**src/hdl/tcm_isqrt_step.sv**
```systemverilog
// One registered digit step of a restoring integer square root.
// Depends on nothing.
module tcm_isqrt_step #(
  parameter int unsigned RT_W = 17
) (
  input  logic                clk_i,
  input  logic                en_i,
  input  logic [2*RT_W-1:0]   val_i,
  input  logic [RT_W+1:0]     rem_i,
  input  logic [RT_W-1:0]     root_i,
  output logic [2*RT_W-1:0]   val_o,
  output logic [RT_W+1:0]     rem_o,
  output logic [RT_W-1:0]     root_o
);

  logic [RT_W+1:0] rem_s, trial;
  logic            ge;
  logic [2*RT_W-1:0] val_q;
  logic [RT_W+1:0]   rem_q;
  logic [RT_W-1:0]   root_q;

  // The remainder never exceeds twice the partial root, so its top two
  // bits are zero before the shift.
  always_comb begin
    rem_s = {rem_i[RT_W-1:0], val_i[2*RT_W-1 -: 2]};
    trial = {root_i, 2'b01};
    ge    = (rem_s >= trial);
  end

  always_ff @(posedge clk_i) begin
    if (en_i) begin
      val_q  <= {val_i[2*RT_W-3:0], 2'b00};
      rem_q  <= ge ? (rem_s - trial) : rem_s;
      root_q <= {root_i[RT_W-2:0], ge};
    end
  end

  assign val_o  = val_q;
  assign rem_o  = rem_q;
  assign root_o = root_q;

endmodule

```
**config.mk**
```make
export PLATFORM = sky130hd
export DESIGN_NAME = tcm_isqrt_step
export DESIGN_NICKNAME = d
export VERILOG_FILES = /design/src/hdl/tcm_isqrt_step.sv
export SDC_FILE = /design/constraint.sdc
export NUM_CORES = 1
export LEC_CHECK = 0
export ABC_AREA = 1
export CAP_MARGIN = 0
export CORE_MARGIN = 2
export CORE_UTILIZATION = 25
export DETAILED_ROUTE_END_ITERATION = 10
export DONT_BUFFER_PORTS = 1
export PLACE_DENSITY_LB_ADDON = 0.12
export SETUP_SLACK_MARGIN = 0.05
export SYNTH_ARGS = -nofsm -noshare
export SYNTH_HDL_FRONTEND = slang
export SYNTH_SLANG_ARGS = --single-unit
```
**constraint.sdc**
```tcl
create_clock -name clk_i -period 2.9 [get_ports clk_i]
set_clock_uncertainty 0.2 [all_clocks]
set_input_delay 0.435 -clock clk_i [delete_from_list [all_inputs] [get_ports clk_i]]
set_output_delay 0.435 -clock clk_i [all_outputs]
set_load 0.02 [all_outputs]
```
=== Word level (Yosys, flattened, before mapping) ===
Cells that the tools add are included.

* Register bits: 68
* Input port bits: 72
* Output and inout port bits: 70
* Word-level logic and storage cells: 6

* $add $sub $neg: 1
* Magnitude comparators: 1
* Multiplexer cells: 1

{| class="wikitable"
|+ Operators with widths
! kind !! count
|-
| $ge A19 B19 Y1 || 1
|-
| $mux W19 || 1
|-
| $sub A19 B19 Y19 || 1
|}

=== Logic depth before layout (Yosys ltp) ===
Gate-level depths: netlist of the first run.

* Depth in word-level cells: 2
* Gate-level depth with buffers: 14
* Depth with buffers taken out: 13

=== Worst setup path before layout of the first run ===
No wires, ideal clock.

* Path kind: input port to flip-flop
* Start point: input root_i[12]
* End point: register rem_q[10] (netlist: rem_o[10]) (data pin)
* Library setup time: 0.252 ns
* Arrival time: 1.629 ns
* Setup slack: 0.819 ns
* Cell stages on the path: 11
* Buffers on the path: 1
* Cell sequence: inv_1 -> ha_1 -> nand2_1 -> inv_2 -> nand2_1 -> nand2_1 -> a21oi_2 -> nand4_2 -> buf_4 -> nand2_1 -> nand2_1

* Cells in the longest elaborated chain, start to end: 2

{| class="wikitable"
|+ Ends and longest elaborated chain
! item !! RTL line !! RTL
|-
| from (decl) || 10 || <nowiki>input logic [RT_W-1:0] root_i,</nowiki>
|-
| $ge A19 B19 Y1 || 27 || <nowiki>ge = (rem_s >= trial);</nowiki>
|-
| named net ge || 17 || <nowiki>logic ge;</nowiki>
|-
| $mux W19 || 33 || <nowiki>rem_q <= ge ? (rem_s - trial) : rem_s;</nowiki>
|-
| to (signal assigned) || 33 ||
|-
| to (decl) || 19 || <nowiki>logic [RT_W+1:0] rem_q;</nowiki>
|}

The timed path passes the listed nets, and every way through them passes these cells.
A chain may end at the register's enable or synchronous reset.

=== Worst setup path after layout of the first run ===
* Start point: input root_i[12]
* End point: register rem_q[9] (netlist: rem_o[9]) (data pin)

* Cells in the longest elaborated chain, start to end: 2

{| class="wikitable"
|+ Ends and longest elaborated chain
! item !! RTL line
|-
| $ge A19 B19 Y1 || 27
|-
| $mux W19 || 33
|}

No other way between the ends.

==> results of run 1 <==
cell type report:
| type | instances | area, sq um |
|---|---|---|
| clock buffer | 10 | 229 |
| clock inverter | 5 | 30.0 |
| fill | 1510 | 9910 |
| inverter | 54 | 203 |
| multi-input combinational | 250 | 1470 |
| sequential | 68 | 2040 |
| tap | 184 | 230 |
| timing repair buffer | 54 | 533 |
metal layers:
| layer | wire length, um | up-vias | track usage [%] |
|---|---|---|---|
| li1 | - | 1360 | - |
| met1 | 4500 | 1196 | 15.3 |
| met2 | 4480 | 107 | 20.7 |
| met3 | 719 | 14 | 4.09 |
| met4 | 179 | 0 | 5.24 |
| met5 | 0 | - | 0 |
power by group through the flow:
stage	Clock, mW	Combinational, mW	Sequential [mW]
6_report	0.972	0.440	1.36
5_1_grt	1.05	0.501	1.37
4_1_cts	1.01	0.449	1.36
3_5_place_dp	0	0.385	1.38
3_3_place_gp	0	0.386	1.38
2_1_floorplan	0	0.308	1.37
registers in the layout, indices dropped and copies added, names as in the netlist:
name / count
val_o: 32
root_o: 17
rem_o: 19
worst paths after layout:
check                                   to  slack, ns       start
worst min-delay path  root_o[13]$_DFFE_PP_       0.02        en_i
worst max-delay path    rem_o[9]$_DFFE_PP_       0.74  root_i[12]
kinds of logic after synthesis:
logic type	share of synthesized area, %
simple gates	26.9
flops	54.2
buf+inv	6.97
compound gates	3.42
fa+ha+maj	6.31
xor+xnor	2.09
other cells	0.0995
through the flow:
| stage | hold WS, ns | power, mW | instance area, sq um | utilization (%) | setup slack [ns] |
|---|---|---|---|---|---|
| floorplan | 0.334 | 1.68 | 3770 | - | 0.819 |
| global placement | 0.334 | 1.77 | 3970 | 27.1 | 0.360 |
| detailed placement | 0.334 | 1.77 | 3970 | 27.1 | 0.376 |
| CTS | 0.00445 | 2.82 | 4740 | 32.3 | 0.728 |
| global route | 0.00795 | 2.92 | 4740 | 32.3 | 0.603 |
| finish | 0.0242 | 2.77 | 4740 | 32.3 | 0.741 |
cell usage after synthesis (all sizes together) (3+ instances only):
cell type	number	area [sq um]
a21oi	13	80.1
buf	6	60.1
edfxtp	68	2040
ha	19	238
inv	54	203
nand2	125	509
nand3	40	295
nand3b	7	52.6
nor2	24	123
nor3	3	15.0
o21ai	4	20.0
xor2	8	70.1
==> reports/summary.txt, run 1 <==
Status -> finished, final reports clean
Area grow syn2layout -> 25.6%
ANT nets after route -> 0
Pin count of the biggest net entering global routing -> 59
Die footprint -> 16,100 sq um
RSZ-0062 raised after global routing -> false
Gate power share -> 15.9%
Setup violators final -> 0
Critical Path Slowest Stage Cell -> ha_1
Fin. max-slew vios -> 0
Clock network power share -> 35.1%
Leak -> 2.03 nW
Clock-pin slew on the worst setup and hold paths -> 0.06 ns
Part of the power in registers -> 49.1%
I/O Buffers -> 0
Most common cell after layout, fill and taps aside -> nand2_1
Sequential area share after synthesis -> 54.2%
Clock Tree Buf Depth -> 2
# hold bufs at CTS -> 51
Avg Synthesized Cell Area -> 10.0 sq um
Setup bufs post-CTS -> 0
Cell-internal power -> 1.95 mW
Synthesized instance count -> 377
Asr flop ratio synth -> 0%
Row Count -> 44
Top_reg_cell synth -> edfxtp_1
Initial antenna violation count -> 0
WP depth -> 9
Commonest non-fill, non-tap cells in the layout -> 113 x nand2_1, 68 x edfxtp_1, 51 x dlygate4sd3_1
Yosys warns -> 0
Critical path type -> primary input to register
CP delay by family, top -> simple AND/OR/NAND/NOR gates
Synth cell types -> 29
Max Cap Viol -> 0
Switching portion of total power -> 29.5%
P_sw -> 818 uW
Post-Place Cells -> 559
Fmax -> 463 MHz
Die Y -> 127 um
GR Overflow Total -> 0
Max VDD drop -> 0.000249 V
Fraction of layout cells with a size suffix above 1 -> 16.6%
Worst path bufs/invs -> 2
CTS Sinks -> 68
Final Critical Period -> 2.16 ns
Htree depth -> 3
Required time worst endpoint -> 2.78 ns
Avg Vias per Cell -> 4.28
Most numerous cell on the critical path -> nand2_1
Core area -> 14,600 sq um
Post_cts resized -> 0
Number of synthesized flops with an enable pin -> 68
Gr usage total -> 12.6%
Seq cells post-synth -> 68
Root buf cell -> clkbuf_16
Critical path data arrival time -> 2.04 ns
I/O Pins -> 142
Dpl hpwl -> 6960 um
Syn Std Cell Area -> 3770 sq um
Post-Route WL -> 9870 um
Nets -> 528
Critical Path Source Type -> primary input
Final hold violations -> 0
Hold WC Path Type -> primary input to register
CP Max Fanout -> 9
Vias in the first global route -> 2,832
Drt initial violations -> 86
Final cell count without fillers -> 625
Post-DR wirelength/cell -> 15.8 um
N_diodes -> 0
Crit path cell chain -> inv_1 > ha_1 > a21oi_1 > nand2_1 > a21oi_2 > nand4_2 > buf_4 > nand2_1 > nand2_1
Vias -> 2,677
Final routed DRC violation total -> 0
Setup TNS Final -> 0 ns
P per Cell Area -> 586 nW/um^2
Drt first pass iters -> 4
Period utilization -> 74.5%
Crit path largest cell delay -> 0.33 ns
First-pass GRT wire length -> 15,200 um
CTS tree -> built
Chip Width -> 127 um
Num CTS Buffers -> 9
Initial Util -> 25.7%
Min-Delay Path Depth -> 0
GPL Wtd Cong -> 0.793
Crit end category -> register
Power figures use the tool's default switching activity.
==> run 2, diff against run 1 <==
==> constraint.sdc (replaced) <==
create_clock -name clk_i -period 1.9 [get_ports clk_i]
set_clock_uncertainty 0.2 [all_clocks]
set_input_delay 0.285 -clock clk_i [delete_from_list [all_inputs] [get_ports clk_i]]
set_output_delay 0.285 -clock clk_i [all_outputs]
set_load 0.02 [all_outputs]
==> reports/summary.txt, run 2 (synthesized netlist as in run 1, its figures left out) <==
Crit path cell chain -> inv_2 > ha_4 > nand2_2 > nand2_2 > a21oi_4 > nand2_1 > nand2_1 > nand4_2 > buf_4 > nand2_1 > nand2_1
First-pass GRT wire length -> 16,000 um
GR Overflow Total -> 0
Dpl hpwl -> 7250 um
Post-Place Cells -> 592
Drt initial violations -> 119
GPL Wtd Cong -> 0.814
Hold WC Path Type -> primary input to register
Max reg flops -> 32
Fin. max-slew vios -> 0
Fill count -> 1,478
Area grow syn2layout -> 43.7%
Cell-internal power -> 3.40 mW
Avg Vias per Cell -> 4.25
Final std cell area, no fill -> 5420 sq um
Leak -> 2.28 nW
Finished Core Util -> 37.0%
Fraction of layout cells with a size suffix above 1 -> 26.4%
I/O Buffers -> 0
Setup violators final -> 0
Switching portion of total power -> 27.2%
Die footprint -> 16,100 sq um
Core area -> 14,600 sq um
Critical path type -> primary input to register
Root buf cell -> clkbuf_16
Final routed DRC violation total -> 0
Final WS setup -> 0.230 ns
CTS tree -> built
Period utilization -> 87.9%
Gr usage total -> 13.0%
Dpl cell area -> 4450 sq um
Final Critical Period -> 1.67 ns
Status -> finished, violations left
Crit end category -> register
N_diodes -> 0
CTS Sinks -> 68
CP delay by family, top -> simple AND/OR/NAND/NOR gates
Final hold violations -> 68
Worst path bufs/invs -> 2
Critical Path Source Type -> primary input
WHS -> -0.136 ns
Most numerous cell on the critical path -> nand2_1
ANT nets after route -> 0
Post-Route WL -> 10,000 um
Clock Tree Buf Depth -> 2
Failing checks -> negative hold slack
Clock network power share -> 37.2%
Pre-CTS setup slack -> -0.154 ns
Commonest non-fill, non-tap cells in the layout -> 107 x nand2_1, 68 x edfxtp_1, 66 x dlygate4sd3_1
Total power -> 4.67 mW
RSZ-0062 raised after global routing -> false
Post-DR wirelength/cell -> 14.9 um
P per Cell Area -> 863 nW/um^2
CP Max Fanout -> 9
Max Cap Viol -> 0
Most common cell after layout, fill and taps aside -> nand2_1
Fmax -> 599 MHz
Setup TNS Final -> 0 ns
Die Y -> 127 um
I/O Pins -> 142
Clock-pin slew on the worst setup and hold paths -> 0.05 ns
Required time worst endpoint -> 1.79 ns
Htree depth -> 3
Drt first pass iters -> 4
Row Count -> 44
Initial Util -> 25.7%
Crit path largest cell delay -> 0.25 ns
P_sw -> 1.27 mW
Gate power share -> 18.4%
Nets -> 576
Initial antenna violation count -> 0
# hold bufs at CTS -> 66
Pin count of the biggest net entering global routing -> 69
Max VDD drop -> 0.000382 V
Chip Width -> 127 um
Critical path data arrival time -> 1.56 ns
Num CTS Buffers -> 9
Part of the power in registers -> 44.4%
Vias -> 2,863
Critical Path Slowest Stage Cell -> ha_4
Vias in the first global route -> 3,108
Final cell count without fillers -> 673
==> run 2: path summary, 6_finish.rpt <==
| path | startpoint | to | slack [ns] | cells past startpoint |
|---|---|---|---|---|
| setup / recovery | root_i[6] | rem_o[10]$_DFFE_PP_ | 0.23 | 11 |
| hold / removal | en_i | val_o[11]$_DFFE_PP_ | -0.14 | 0 |
==> run 2: power by group through the flow <==
stage | clock, mW | sequential, mW | combinational [mW]
final | 1.74 | 2.08 | 0.860
after global routing | 1.86 | 2.09 | 0.978
after CTS | 1.79 | 2.08 | 0.882
after detailed placement | 0 | 2.11 | 0.763
after global placement | 0 | 2.11 | 0.763
after floorplan | 0 | 2.09 | 0.528
==> run 2: metal layers <==
metal | share of wire (%) | GRT usage [%]
met3 | 6.2 | 4.18
met2 | 47 | 22.1
met5 | 0 | 0
met4 | 1.4 | 4.46
met1 | 45 | 15.4
==> run 2: repair_timing <==
| item | in CTS | in global routing |
|---|---|---|
| setup buffers | 0 | 0 |
| resized for setup | 0 | 0 |
| endpoints found under the hold margin | 134 | 68 |
| setup endpoints to repair | 0 | 0 |
==> run 2: area by class of cell <==
class,instances,area (sq um),share of cell area (%)
clock buffer,9,225,4.16
clock inverter,6,80.1,1.48
inverter,54,203,3.74
multi-input combinational,250,1690,31.3
tap,184,230,4.25
timing repair buffer,102,943,17.4
sequential,68,2040,37.7
==> run 3, diff against run 2 <==
--- a/config.mk
+++ b/config.mk
@@ -13,6 +13,7 @@
 export DONT_BUFFER_PORTS = 1
 export PLACE_DENSITY_LB_ADDON = 0.12
 export SETUP_SLACK_MARGIN = 0.05
+export SLEW_MARGIN = 20
 export SYNTH_ARGS = -nofsm -noshare
 export SYNTH_HDL_FRONTEND = slang
 export SYNTH_SLANG_ARGS = --single-unit
==> constraint.sdc (replaced) <==
create_clock -name clk_i -period 2.11 [get_ports clk_i]
set_clock_uncertainty 0.2 [all_clocks]
set_input_delay 0.3165 -clock clk_i [delete_from_list [all_inputs] [get_ports clk_i]]
set_output_delay 0.3165 -clock clk_i [all_outputs]
set_load 0.02 [all_outputs]
==> reports/summary.txt, run 3 (synthesized netlist as in run 1, its figures left out) <==
Hold WC Path Type -> primary input to register
Setup violators final -> 0
Leak -> 2.24 nW
Critical Path Slowest Stage Cell -> ha_1
CTS Sinks -> 68
Required time worst endpoint -> 2.01 ns
Final std cell area, no fill -> 5140 sq um
N_diodes -> 0
Row Count -> 44
Gate power share -> 15.8%
Crit path cell chain -> inv_1 > ha_1 > a21oi_1 > nand2_1 > a21oi_2 > nand4_2 > buf_4 > nand2_1 > nand2_1
Post-Route WL -> 9840 um
Clock-pin slew on the worst setup and hold paths -> 0.06 ns
GR Overflow Total -> 0
Pin count of the biggest net entering global routing -> 69
Cell-internal power -> 3.13 mW
Clock Tree Buf Depth -> 2
Final routed DRC violation total -> 0
# hold bufs at CTS -> 66
CTS tree -> built
Busiest layer in global routing -> met2
CP Max Fanout -> 12
Fmax -> 555 MHz
Met2 layer usage reported by global route -> 20.9%
Die footprint -> 16,100 sq um
Drt initial violations -> 76
Most common cell after layout, fill and taps aside -> nand2_1
Met3 Usage GRT -> 4.09%
Fin. max-slew vios -> 0
Fraction of layout cells with a size suffix above 1 -> 19.9%
Most numerous cell on the critical path -> nand2_1
ANT nets after route -> 0
Critical path type -> primary input to register
Post_cts resized -> 0
P per Cell Area -> 838 nW/um^2
Drt first pass iters -> 5
Critical path data arrival time -> 1.70 ns
Period utilization -> 85.4%
Final hold violations -> 68
Clock network power share -> 40.8%
Met1 GRT Util -> 15.3%
Crit end category -> register
Setup bufs post-CTS -> 0
Htree depth -> 3
Vias in the first global route -> 2,955
Vias -> 2,802
Commonest non-fill, non-tap cells in the layout -> 113 x nand2_1, 68 x edfxtp_1, 66 x dlygate4sd3_1
Max VDD drop -> 0.000370 V
Status -> finished, violations left
Die Y -> 127 um
Finished Core Util -> 35.1%
Part of the power in registers -> 43.5%
First-pass GRT wire length -> 15,300 um
Failing checks -> negative hold slack
I/O Pins -> 142
Num CTS Buffers -> 9
WHS -> -0.119 ns
RSZ-0062 raised after global routing -> false
Gr usage total -> 12.6%
Switching portion of total power -> 27.2%
Core area -> 14,600 sq um
Chip Width -> 127 um
Area grow syn2layout -> 36.2%
Initial Util -> 25.7%
GPL Wtd Cong -> 0.830
Initial antenna violation count -> 0
Post-DR wirelength/cell -> 14.9 um
Max reg flops -> 32
Dpl cell area -> 4130 sq um
Avg Vias per Cell -> 4.24
I/O Buffers -> 0
Dpl hpwl -> 6950 um
Crit path largest cell delay -> 0.33 ns
Critical Path Source Type -> primary input
Nets -> 563
P_sw -> 1.17 mW
Final Critical Period -> 1.80 ns
Max Cap Viol -> 0
Root buf cell -> clkbuf_16
==> run 3: cell types whose count changed in the layout (fill, tap and decap cells not counted), moves of 2 or more <==
cell      delta
nand2_2      -6
buf_4       -13
nand2_1      +6
ha_4        -16
inv_6        +2
clkinv_1     -2
ha_1        +16
==> run 3: power groups by stage <==
stage	logic [mW]	registers, mW	clock network, mW
2_1_floorplan	0.423	1.88	0
3_3_place_gp	0.587	1.90	0
3_5_place_dp	0.587	1.90	0
4_1_cts	0.693	1.87	1.81
5_1_grt	0.769	1.88	1.86
6_report	0.679	1.87	1.75
==> run 3: layer usage <==
metal,up-vias,share of wire (%)
met1,1250,46
met4,0,1.5
met5,-,0
met2,109,46
met3,13,6.7
li1,1430,-
==> run 3: worst max-delay path: cells and delay by family <==
| family | cells | cell delay [ns] |
|---|---|---|
| buffers and inverters | 2 | 0.24 |
| AND/OR/NAND/NOR | 4 | 0.40 |
| adder cells (fa/ha/maj) | 1 | 0.33 |
| AO/OA/AOI/OAI | 2 | 0.39 |
==> run 3: per-stage QoR <==
step           std cells  hold WS (ns)  TNS, ns  power [mW]  setup slack, ns
6_report             661        -0.119        0        4.30            0.308
5_1_grt              661        -0.136        0        4.51            0.157
2_1_floorplan        378         0.215        0        2.31            0.148
4_1_cts              661        -0.131        0        4.38            0.290
3_3_place_gp         579         0.215    -1.15        2.49          -0.0875
3_5_place_dp         579         0.215   -0.863        2.49          -0.0654
==> run 3: path summary, 6_finish.rpt <==
| path | to | depth (start not counted) | from |
|---|---|---|---|
| setup / recovery | rem_o[3]$_DFFE_PP_ | 9 | root_i[12] |
| hold / removal | root_o[16]$_DFFE_PP_ | 0 | en_i |
==> run 3: layout make-up <==
type	count	area (sq um)
well taps	184	230
fillers	1498	9510
clock inverters	7	121
repair buffers	89	846
inverters	54	203
flip-flops and latches	68	2040
multi-input cells	250	1470
clock buffers	9	225
